$ cat config.mk
export PLATFORM = sky130hd
export DESIGN_NAME = flow_ordered_task_dispatcher
export DESIGN_NICKNAME = d
export VERILOG_FILES = /design/src/rtl/core/fotd_pkg.sv /design/src/rtl/core/fotd_cell.sv /design/src/rtl/core/fotd_busy.sv /design/src/rtl/core/flow_ordered_task_dispatcher.sv
export SDC_FILE = /design/constraint.sdc
export NUM_CORES = 2
export LEC_CHECK = 0
export BUFFER_PORTS_ARGS = -buffer_cell sky130_fd_sc_hd__buf_4
export CELL_PAD_IN_SITES_DETAIL_PLACEMENT = 1
export CELL_PAD_IN_SITES_GLOBAL_PLACEMENT = 1
export CORE_MARGIN = 2
export CORE_UTILIZATION = 52
export DETAILED_ROUTE_END_ITERATION = 10
export PLACE_DENSITY_LB_ADDON = 0.2
export REMOVE_ABC_BUFFERS = 1
export SLEW_MARGIN = 20
export SYNTH_ARGS = -nofsm -noshare
export SYNTH_HDL_FRONTEND = slang
export SYNTH_SLANG_ARGS = --single-unit
$ cat constraint.sdc
create_clock -name clk -period 6.8 [get_ports clk]
set_clock_uncertainty 0.2 [all_clocks]
set_input_delay 0.68 -clock clk [delete_from_list [all_inputs] [get_ports clk]]
set_output_delay 0.68 -clock clk [all_outputs]
set_load 0.02 [all_outputs]
$ cat src/rtl/core/fotd_pkg.sv
// ----------------------------------------------------------------------------
// fotd_pkg
// Shared types, codes and sizes of the flow ordered task dispatcher.
// ----------------------------------------------------------------------------
package fotd_pkg;

	localparam int FLOW_W       = 16;
	localparam int TAG_W        = 16;
	localparam int ACTION_W     = 2;
	localparam int STATUS_W     = 2;
	localparam int S_TDATA_W    = 32;
	localparam int M_TDATA_W    = 40;
	localparam int QUEUE_DEPTH_DEF = 16;
	localparam int WORKERS_DEF     = 8;

	localparam logic [ACTION_W-1:0] ACT_ENQ      = 2'd0;
	localparam logic [ACTION_W-1:0] ACT_DISPATCH = 2'd1;
	localparam logic [ACTION_W-1:0] ACT_DONE     = 2'd2;

	localparam logic [STATUS_W-1:0] STAT_OK   = 2'd0;
	localparam logic [STATUS_W-1:0] STAT_FULL = 2'd1;
	localparam logic [STATUS_W-1:0] STAT_NONE = 2'd2;
	localparam logic [STATUS_W-1:0] STAT_IDLE = 2'd3;

	typedef struct packed {
		logic [FLOW_W-1:0] flow;
		logic [TAG_W-1:0]  tag;
	} entry_t;

	typedef struct packed {
		logic enq_en;
		logic deq_en;
	} cell_ctrl_t;

	typedef struct packed {
		logic              set_en;
		logic              clr_en;
		logic [FLOW_W-1:0] set_flow;
	} busy_ctrl_t;

endpackage

$ cat src/rtl/core/fotd_cell.sv
// ----------------------------------------------------------------------------
// fotd_cell
// One queue slot: holds a request, checks its flow against the busy table and
// takes the entry of its younger neighbour when the queue closes up.
// ----------------------------------------------------------------------------
module fotd_cell #(
	parameter int WORKERS = fotd_pkg::WORKERS_DEF
) (
	input  logic                        clk,
	input  logic                        arst_n,
	input  fotd_pkg::cell_ctrl_t        ctrl,
	input  fotd_pkg::entry_t            req_entry,
	input  logic [WORKERS-1:0]          busy_valid,
	input  logic [fotd_pkg::FLOW_W-1:0] busy_flow [WORKERS],
	input  logic                        prev_valid,
	input  logic                        next_valid,
	input  fotd_pkg::entry_t            next_entry,
	input  logic                        found_in,
	input  fotd_pkg::entry_t            grant_in,
	output logic                        valid,
	output fotd_pkg::entry_t            entry,
	output logic                        found_out,
	output fotd_pkg::entry_t            grant_out
);
	import fotd_pkg::*;

	logic               valid_q;
	entry_t             entry_q;
	logic [WORKERS-1:0] hit_vec;
	logic               ready;
	logic               pick;
	logic               shift;
	logic               load;

	always_comb begin
		for (int w = 0; w < WORKERS; w++) begin
			hit_vec[w] = busy_valid[w] && (busy_flow[w] == entry_q.flow);
		end
	end

	assign ready     = valid_q && !(|hit_vec);
	assign pick      = ready && !found_in;
	assign found_out = found_in || ready;
	assign grant_out = pick ? entry_q : grant_in;
	assign shift     = ctrl.deq_en && found_out;
	assign load      = ctrl.enq_en && prev_valid && !valid_q;

	always_ff @(posedge clk or negedge arst_n) begin
		if (!arst_n) begin
			valid_q <= 1'b0;
		end else if (shift) begin
			valid_q <= next_valid;
		end else if (load) begin
			valid_q <= 1'b1;
		end
	end

	always_ff @(posedge clk) begin
		if (shift) begin
			entry_q <= next_entry;
		end else if (load) begin
			entry_q <= req_entry;
		end
	end

	assign valid = valid_q;
	assign entry = entry_q;

endmodule

$ cat src/rtl/core/fotd_busy.sv
// ----------------------------------------------------------------------------
// fotd_busy
// Table of flows handed to workers: marks on dispatch, clears on completion.
// ----------------------------------------------------------------------------
module fotd_busy #(
	parameter int WORKERS = fotd_pkg::WORKERS_DEF
) (
	input  logic                        clk,
	input  logic                        arst_n,
	input  fotd_pkg::busy_ctrl_t        ctrl,
	input  logic [fotd_pkg::FLOW_W-1:0] req_flow,
	output logic [WORKERS-1:0]          busy_valid,
	output logic [fotd_pkg::FLOW_W-1:0] busy_flow [WORKERS],
	output logic                        free_any,
	output logic                        req_hit
);
	import fotd_pkg::*;

	logic [WORKERS-1:0] valid_q;
	logic [FLOW_W-1:0]  flow_q [WORKERS];
	logic [WORKERS-1:0] hit_vec;
	logic [WORKERS-1:0] free_oh;

	always_comb begin
		for (int w = 0; w < WORKERS; w++) begin
			hit_vec[w] = valid_q[w] && (flow_q[w] == req_flow);
		end
	end

	assign free_oh  = ~valid_q & (valid_q + {{(WORKERS-1){1'b0}}, 1'b1});
	assign free_any = !(&valid_q);
	assign req_hit  = |hit_vec;

	always_ff @(posedge clk or negedge arst_n) begin
		if (!arst_n) begin
			valid_q <= '0;
		end else if (ctrl.set_en) begin
			valid_q <= valid_q | free_oh;
		end else if (ctrl.clr_en) begin
			valid_q <= valid_q & ~hit_vec;
		end
	end

	always_ff @(posedge clk) begin
		for (int w = 0; w < WORKERS; w++) begin
			if (ctrl.set_en && free_oh[w]) begin
				flow_q[w] <= ctrl.set_flow;
			end
		end
	end

	assign busy_valid = valid_q;
	assign busy_flow  = flow_q;

endmodule

$ cat src/rtl/core/flow_ordered_task_dispatcher.sv
// ----------------------------------------------------------------------------
// flow_ordered_task_dispatcher
// Arrival ordered task queue with per-flow exclusion: dispatch hands out the
// oldest task whose flow is not held by a worker.
// ----------------------------------------------------------------------------
// A result is registered from the execute state, once the output register is free.
// A new request is taken only after the single execute step, which searches the
// cell chain and updates the busy table, has finished with the last one.
// A result waiting on the output does not block acceptance of the next request.
// Reset clears the queue valid bits, the busy table valid bits, the control
// state and the output valid at once; no clearing pass.
module flow_ordered_task_dispatcher #(
	parameter int QUEUE_DEPTH = fotd_pkg::QUEUE_DEPTH_DEF,
	parameter int WORKERS     = fotd_pkg::WORKERS_DEF
) (
	input  logic                           clk,
	input  logic                           arst_n,
	input  logic                           s_tvalid,
	output logic                           s_tready,
	// [15:0] flow_id, [31:16] task_tag
	input  logic [fotd_pkg::S_TDATA_W-1:0] s_tdata,
	// [1:0] action
	input  logic [fotd_pkg::ACTION_W-1:0]  s_tuser,
	output logic                           m_tvalid,
	input  logic                           m_tready,
	// [1:0] status, [2] wake, [18:3] granted_flow, [34:19] granted_tag, rest zero
	output logic [fotd_pkg::M_TDATA_W-1:0] m_tdata
);
	import fotd_pkg::*;

	typedef enum logic [1:0] {
		S_IDLE = 2'b01,
		S_EXEC = 2'b10
	} state_t;

	state_t              state_q;
	logic [ACTION_W-1:0] action_q;
	entry_t              req_q;
	logic                out_valid_q;
	logic [M_TDATA_W-1:0] out_data_q;

	logic                go;
	logic                full;
	logic                any_ready;
	entry_t              grant;
	cell_ctrl_t          cell_ctrl;
	busy_ctrl_t          busy_ctrl;
	logic [WORKERS-1:0]  busy_valid;
	logic [FLOW_W-1:0]   busy_flow [WORKERS];
	logic                free_any;
	logic                req_hit;
	logic [STATUS_W-1:0] status;
	logic                wake;
	entry_t              grant_out;

	logic                cell_valid [QUEUE_DEPTH+1];
	entry_t              cell_entry [QUEUE_DEPTH+1];
	logic                found_chain [QUEUE_DEPTH+1];
	entry_t              grant_chain [QUEUE_DEPTH+1];

	assign s_tready = (state_q == S_IDLE);
	assign go       = (state_q == S_EXEC) && (!out_valid_q || m_tready);

	always_ff @(posedge clk or negedge arst_n) begin
		if (!arst_n) begin
			state_q <= S_IDLE;
		end else begin
			case (state_q)
				S_IDLE: if (s_tvalid) state_q <= S_EXEC;
				S_EXEC: if (go) state_q <= S_IDLE;
				default: state_q <= S_IDLE;
			endcase
		end
	end

	always_ff @(posedge clk) begin
		if (s_tvalid && s_tready) begin
			action_q <= s_tuser;
			req_q    <= '{flow: s_tdata[FLOW_W-1:0], tag: s_tdata[FLOW_W+TAG_W-1:FLOW_W]};
		end
	end

	assign cell_valid[QUEUE_DEPTH]  = 1'b0;
	assign cell_entry[QUEUE_DEPTH]  = '0;
	assign found_chain[0]           = 1'b0;
	assign grant_chain[0]           = '0;

	for (genvar i = 0; i < QUEUE_DEPTH; i++) begin : g_cell
		logic prev_valid;
		if (i == 0) begin : g_head
			assign prev_valid = 1'b1;
		end else begin : g_body
			assign prev_valid = cell_valid[i-1];
		end
		fotd_cell #(
			.WORKERS (WORKERS)
		) u_cell (
			.clk        (clk),
			.arst_n     (arst_n),
			.ctrl       (cell_ctrl),
			.req_entry  (req_q),
			.busy_valid (busy_valid),
			.busy_flow  (busy_flow),
			.prev_valid (prev_valid),
			.next_valid (cell_valid[i+1]),
			.next_entry (cell_entry[i+1]),
			.found_in   (found_chain[i]),
			.grant_in   (grant_chain[i]),
			.valid      (cell_valid[i]),
			.entry      (cell_entry[i]),
			.found_out  (found_chain[i+1]),
			.grant_out  (grant_chain[i+1])
		);
	end

	assign full      = cell_valid[QUEUE_DEPTH-1];
	assign any_ready = found_chain[QUEUE_DEPTH];
	assign grant     = grant_chain[QUEUE_DEPTH];

	fotd_busy #(
		.WORKERS (WORKERS)
	) u_busy (
		.clk        (clk),
		.arst_n     (arst_n),
		.ctrl       (busy_ctrl),
		.req_flow   (req_q.flow),
		.busy_valid (busy_valid),
		.busy_flow  (busy_flow),
		.free_any   (free_any),
		.req_hit    (req_hit)
	);

	always_comb begin
		cell_ctrl = '0;
		busy_ctrl = '0;
		status    = STAT_OK;
		wake      = 1'b0;
		grant_out = '0;
		busy_ctrl.set_flow = grant.flow;
		case (action_q)
			ACT_ENQ: begin
				if (full) begin
					status = STAT_FULL;
				end else begin
					cell_ctrl.enq_en = go;
					wake             = !req_hit;
				end
			end
			ACT_DISPATCH: begin
				if (free_any && any_ready) begin
					cell_ctrl.deq_en = go;
					busy_ctrl.set_en = go;
					grant_out        = grant;
				end else begin
					status = STAT_NONE;
				end
			end
			ACT_DONE: begin
				if (req_hit) begin
					busy_ctrl.clr_en = go;
				end else begin
					status = STAT_IDLE;
				end
			end
			default: begin
				status = STAT_OK;
			end
		endcase
	end

	always_ff @(posedge clk or negedge arst_n) begin
		if (!arst_n) begin
			out_valid_q <= 1'b0;
		end else if (go) begin
			out_valid_q <= 1'b1;
		end else if (m_tready) begin
			out_valid_q <= 1'b0;
		end
	end

	always_ff @(posedge clk) begin
		if (go) begin
			out_data_q <= {{(M_TDATA_W-STATUS_W-1-FLOW_W-TAG_W){1'b0}},
				grant_out.tag, grant_out.flow, wake, status};
		end
	end

	assign m_tvalid = out_valid_q;
	assign m_tdata  = out_data_q;

endmodule
==> metrics.txt, run 1 <==
Initial Util=52.4%; Num CTS Buffers=85; post-synthesis sequential area ratio=35.5%; Async S/R FF share, synth=3.67%; site row count=125; Ports=80; Die Wd=346 um; Crit. endpoint post-GRT repair=m_tdata[29]$_SDFFCE_PN0P_/D; Synth Cell Area=0.0609 mm2; First Err=[ERROR GRT-0232] Routing congestion too high. Check the congestion heatmap in the GUI.; Post CTS Setup Buffer Count=0; initial antenna violation count=81; Syn Inst Count=5,946; #FFs+latches synth=736; worst endpoint pin kind=register data pin; htree depth=3; CTS root buf=clkbuf_16; post_cts resized=0; Main synth FF type=edfxtp_1; EDFF count, synth=677; Area contributors post-synth=edfxtp_1, xor2_1, xnor2_1, mux2_2, nor4_1; Sink Count=736; outcome=stopped before the end; Warnings, synthesis=0; GRT Overall Usage=81.0%; Syn Area/Cell=10.3 um2; port buffer count=74; routability cong.=1.17; CTS Buffer Depth=3; area leader, netlist=edfxtp_1; stage where the run ended=5_1_grt; post-synthesis cell type count=96; Post-DP HPWL=277,000 um; largest net degree at the start of global routing=38; GRT Residual Overflow=70; area fraction of the dominant cell type after synthesis=33.4%; die height=346 um; Cells after DPL=7,377
==> cell usage after synthesis, drive strengths merged, types with 37 or more instances <==
cell type	count
xor2	1124
xnor2	1052
edfxtp	677
buf	487
mux2	477
nor4	318
nand2	299
nand4	297
clkbuf	236
nor2	116
a21oi	108
nor3	103
nand3	85
o21ai	59
a22oi	49
o22ai	37
==> per-layer routing <==
metal  GRT overflow  GRT usage, %
met1              0          84.8
met2             34          91.2
met3              0          69.8
met4             36          75.6
met5              0          46.3
==> timing repair <==
item	4_1_cts
hold buffers	35
hold endpoints to repair	60
setup endpoints to repair	0
==> per-stage QoR <==
| stage | setup WS, ps | area, um2 |
|---|---|---|
| after floorplan | -419 | 57500 |
| after global placement | 179 | 64800 |
| after detailed placement | 712 | 64900 |
| after CTS | 593 | 68200 |
==> cells by family after synthesis <==
kind of cell,count (synthesis),share of synthesized area [%]
mux,482,9.65
xor+xnor,2176,31.3
compound gates,515,6.18
buf+inv,740,5.85
other cells,1,0.00615
simple gates,1296,11.5
flops,736,35.5
==> inputs of run 2 (changes only) <==
--- a/config.mk
+++ b/config.mk
@@ -6,12 +6,10 @@
 export NUM_CORES = 2
 export LEC_CHECK = 0
 export BUFFER_PORTS_ARGS = -buffer_cell sky130_fd_sc_hd__buf_4
-export CELL_PAD_IN_SITES_DETAIL_PLACEMENT = 1
-export CELL_PAD_IN_SITES_GLOBAL_PLACEMENT = 1
 export CORE_MARGIN = 2
-export CORE_UTILIZATION = 52
+export CORE_UTILIZATION = 40
 export DETAILED_ROUTE_END_ITERATION = 10
-export PLACE_DENSITY_LB_ADDON = 0.2
+export PLACE_DENSITY_LB_ADDON = 0.15
 export REMOVE_ABC_BUFFERS = 1
 export SLEW_MARGIN = 20
 export SYNTH_ARGS = -nofsm -noshare
==> run 2 against run 1 <==
  * Synthesized area unchanged
  * The flow now finishes, with violations (setup timing)
  * Synthesized cell count is the same
==> metrics.txt, run 2 <==
headroom to the max-slew limit=8.61%; startpoint types=flip-flop; worst hold stages=2; port buffer count=74 (unchanged); #FFs+latches synth=736 (unchanged); Crit Path Max Fanout=11; slowest stage delay, CP=930 ps; HP Start=g_cell[15].u_cell.entry[3]; GRT Residual Overflow=0; die height=394 um (+14%); vias in the first global route=52.7k; Post CTS Setup Buffer Count=0 (unchanged); pwr dens=245 mW/mm2; Min-Delay Endpoint=g_cell[15].u_cell.entry[3]; MaxCap Viol Count=0; CTS root buf=clkbuf_16; Area contributors post-synth=edfxtp_1, xor2_1, xnor2_1, mux2_2, nor4_1; crit path cell chain=buf_4, xor2_1, nor4_1, nand4_1, o41ai_1, or4_1, a211o_1, and3_1, a2111oi_0, o21ai_0, nor3_1, o21ai_1, buf_4; RSZ-0062 raised after global routing=no; outcome=complete, but fails checks; Tightest Pin Transition=1370 ps; Clock power frac=30.2%; sequential share of power=34.6%; R2R Path Start=u_busy.busy_flow[90]; Final setup viols=15; initial antenna violation count=33; core area=0.152 mm2; Ports=80 (unchanged); Max VDD drop=0.217 mV; Die Wd=394 um (+14%); post-synthesis cell type count=96 (unchanged); GRT Overall Usage=50.3%; P&R area growth vs syn=15.4%; Via Count=57.2k; CTS Buffer Depth=3 (unchanged); Crit path arrival time=7250 ps; Routed WL per cell=49.1 um; Layout Nets=6,137; vias per cell=6.94; largest net degree at the start of global routing=36; site row count=143 (+14%); final setup margin=-123 ps; switching share of power=40.2%; setup TNS=-960 ps; Initial Util=40.2% (-12 points); drt pass-1 iters=8; DIE AREA=0.156 mm2; CTS tree=built; Post-DP HPWL=287,000 um (+3.8%); Sink Count=736 (unchanged); Num CTS Buffers=89 (+4.7%); Warnings, synthesis=0 (unchanged); share of layout cells above drive strength 1=22.2%; CP Capture Type=flip-flop; Buffers & Inverters on Critical Path=2; combinational share of power=35.2%; htree depth=3 (unchanged); Leak Pwr=24.0 nW; Top Family by Delay on Critical Path=compound AO/OA/AOI/OAI gates; Syn Area/Cell=10.3 um2 (unchanged); r2r worst-path depth=13; Net Switching=6.92 mW; Final Cycle Share=102%; WP data required=7130 ps; DR iter-0 viols=10.3k; failing checks=setup timing; fin util=46.4%; worst skew pair latency=750 ps; final slew viol count=0; area leader, netlist=edfxtp_1; Main synth FF type=edfxtp_1; global-route wire length before repair=522,000 um; most frequent cells in the layout=xor2_1, xnor2_1, buf_4; Async S/R FF share, synth=3.67% (unchanged); post-synthesis sequential area ratio=35.5% (unchanged); Post-DRT Antenna Nets=0; clock slew at reported path FFs=60 ps; count leader, synth=xor2_1; min-delay worst type=flip-flop to flip-flop; Setup CP Type=flip-flop to flip-flop; minimum clock period=6920 ps; r2r endpoint=u_busy.busy_flow[12]; Critical Path Most Common Cell=buf_4; final hold violations=0; CP max-delay cell=edfxtp_1; Max Fclk=144 MHz; routability cong.=1.16 (-1.4%); final wirelength=404,000 um; Syn Inst Count=5,946 (unchanged); commonest non-fill, non-tap cell in the layout=xor2_1; top cells by count, synth=xor2_1, xnor2_1, edfxtp_1, buf_2, nor4_1; R2R setup slack=-120 ps; P_int=10.3 mW; DRC errors left=0; area fraction of the dominant cell type after synthesis=33.4% (unchanged); number of flip-flops in the largest register=512; Synth Cell Area=0.0609 mm2 (unchanged); EDFF count, synth=677 (unchanged)
run 2: cell families (layout without fill, tap and decap cells):
| group | count (synthesis) | count (layout) | share of synthesized area (%) |
|---|---|---|---|
| other cells | 1 | 37 | 0.00615 |
| compound gates | 515 | 515 | 6.18 |
| simple gates | 1296 | 1296 | 11.5 |
| xor+xnor | 2176 | 2176 | 31.3 |
| flops | 736 | 736 | 35.5 |
| buf+inv | 740 | 966 | 5.85 |
| mux | 482 | 482 | 9.65 |
run 2: cell type report:
type,instances,area (um2)
inverter,17,63.8
sequential,736,21600
fill,14308,81200
timing repair buffer,781,6750
clock buffer,110,2360
antenna,32,80.1
tap,2030,2540
multi-input combinational,4474,36100
clock inverter,58,756
run 2: worst max-delay path by stage:
stage	startpoint	endpoint	slack (ps)	cells after the start
floorplan	u_busy.busy_flow[117]	g_cell[12].u_cell.entry[0]	-420	11
global placement	u_busy.busy_flow[25]	u_busy.busy_flow[28]	-250	14
detailed placement	u_busy.busy_flow[90]	u_busy.busy_flow[28]	240	13
CTS	u_busy.busy_flow[90]	u_busy.busy_flow[28]	170	13
global route	u_busy.busy_flow[90]	u_busy.busy_flow[92]	200	13
finish	u_busy.busy_flow[90]	u_busy.busy_flow[12]	-120	13
run 2: metal layers:
| metal | global-route usage (%) | vias up | share of wire (%) |
|---|---|---|---|
| met4 | 38.9 | 16 | 9.6 |
| met1 | 60.4 | 28481 | 36 |
| li1 | - | 21295 | - |
| met2 | 68.9 | 5661 | 39 |
| met3 | 23.6 | 1726 | 15 |
| met5 | 0 | - | 0.029 |
run 2: what timing repair did:
action / 4_1_cts / 5_1_grt
gates resized for setup: 0 / 1
hold buffers: 36 / 0
hold endpoints to repair: 61 / 0
endpoints found under the setup margin: 0 / 8
run 2: power groups by stage:
stage	clock [mW]	sequential (mW)	combinational, mW
floorplan	0	5.77	2.15
global placement	0	6.01	5.60
detailed placement	0	6.01	5.60
CTS	5.20	5.92	5.63
global route	5.36	5.92	5.98
finish	5.20	5.95	6.05
run 2: tightest hold or removal path: stages (launching register included):
cell and delay (ps):
dfxtp_1 320, nand2_1 60, a21oi_1 50
run 2: metrics by stage:
step	instances	instance area (um2)	setup WS [ps]	power [mW]	hold slack (ps)
after floorplan	5227	57500	-419	7.92	184
after global placement	7987	66400	-249	11.6	258
after detailed placement	7995	66600	244	11.6	266
after CTS	8199	70100	171	16.7	275
after global routing	8211	70300	200	17.3	299
final	8238	70300	-123	17.2	275
No activity file was read; power rests on OpenSTA's default activity.
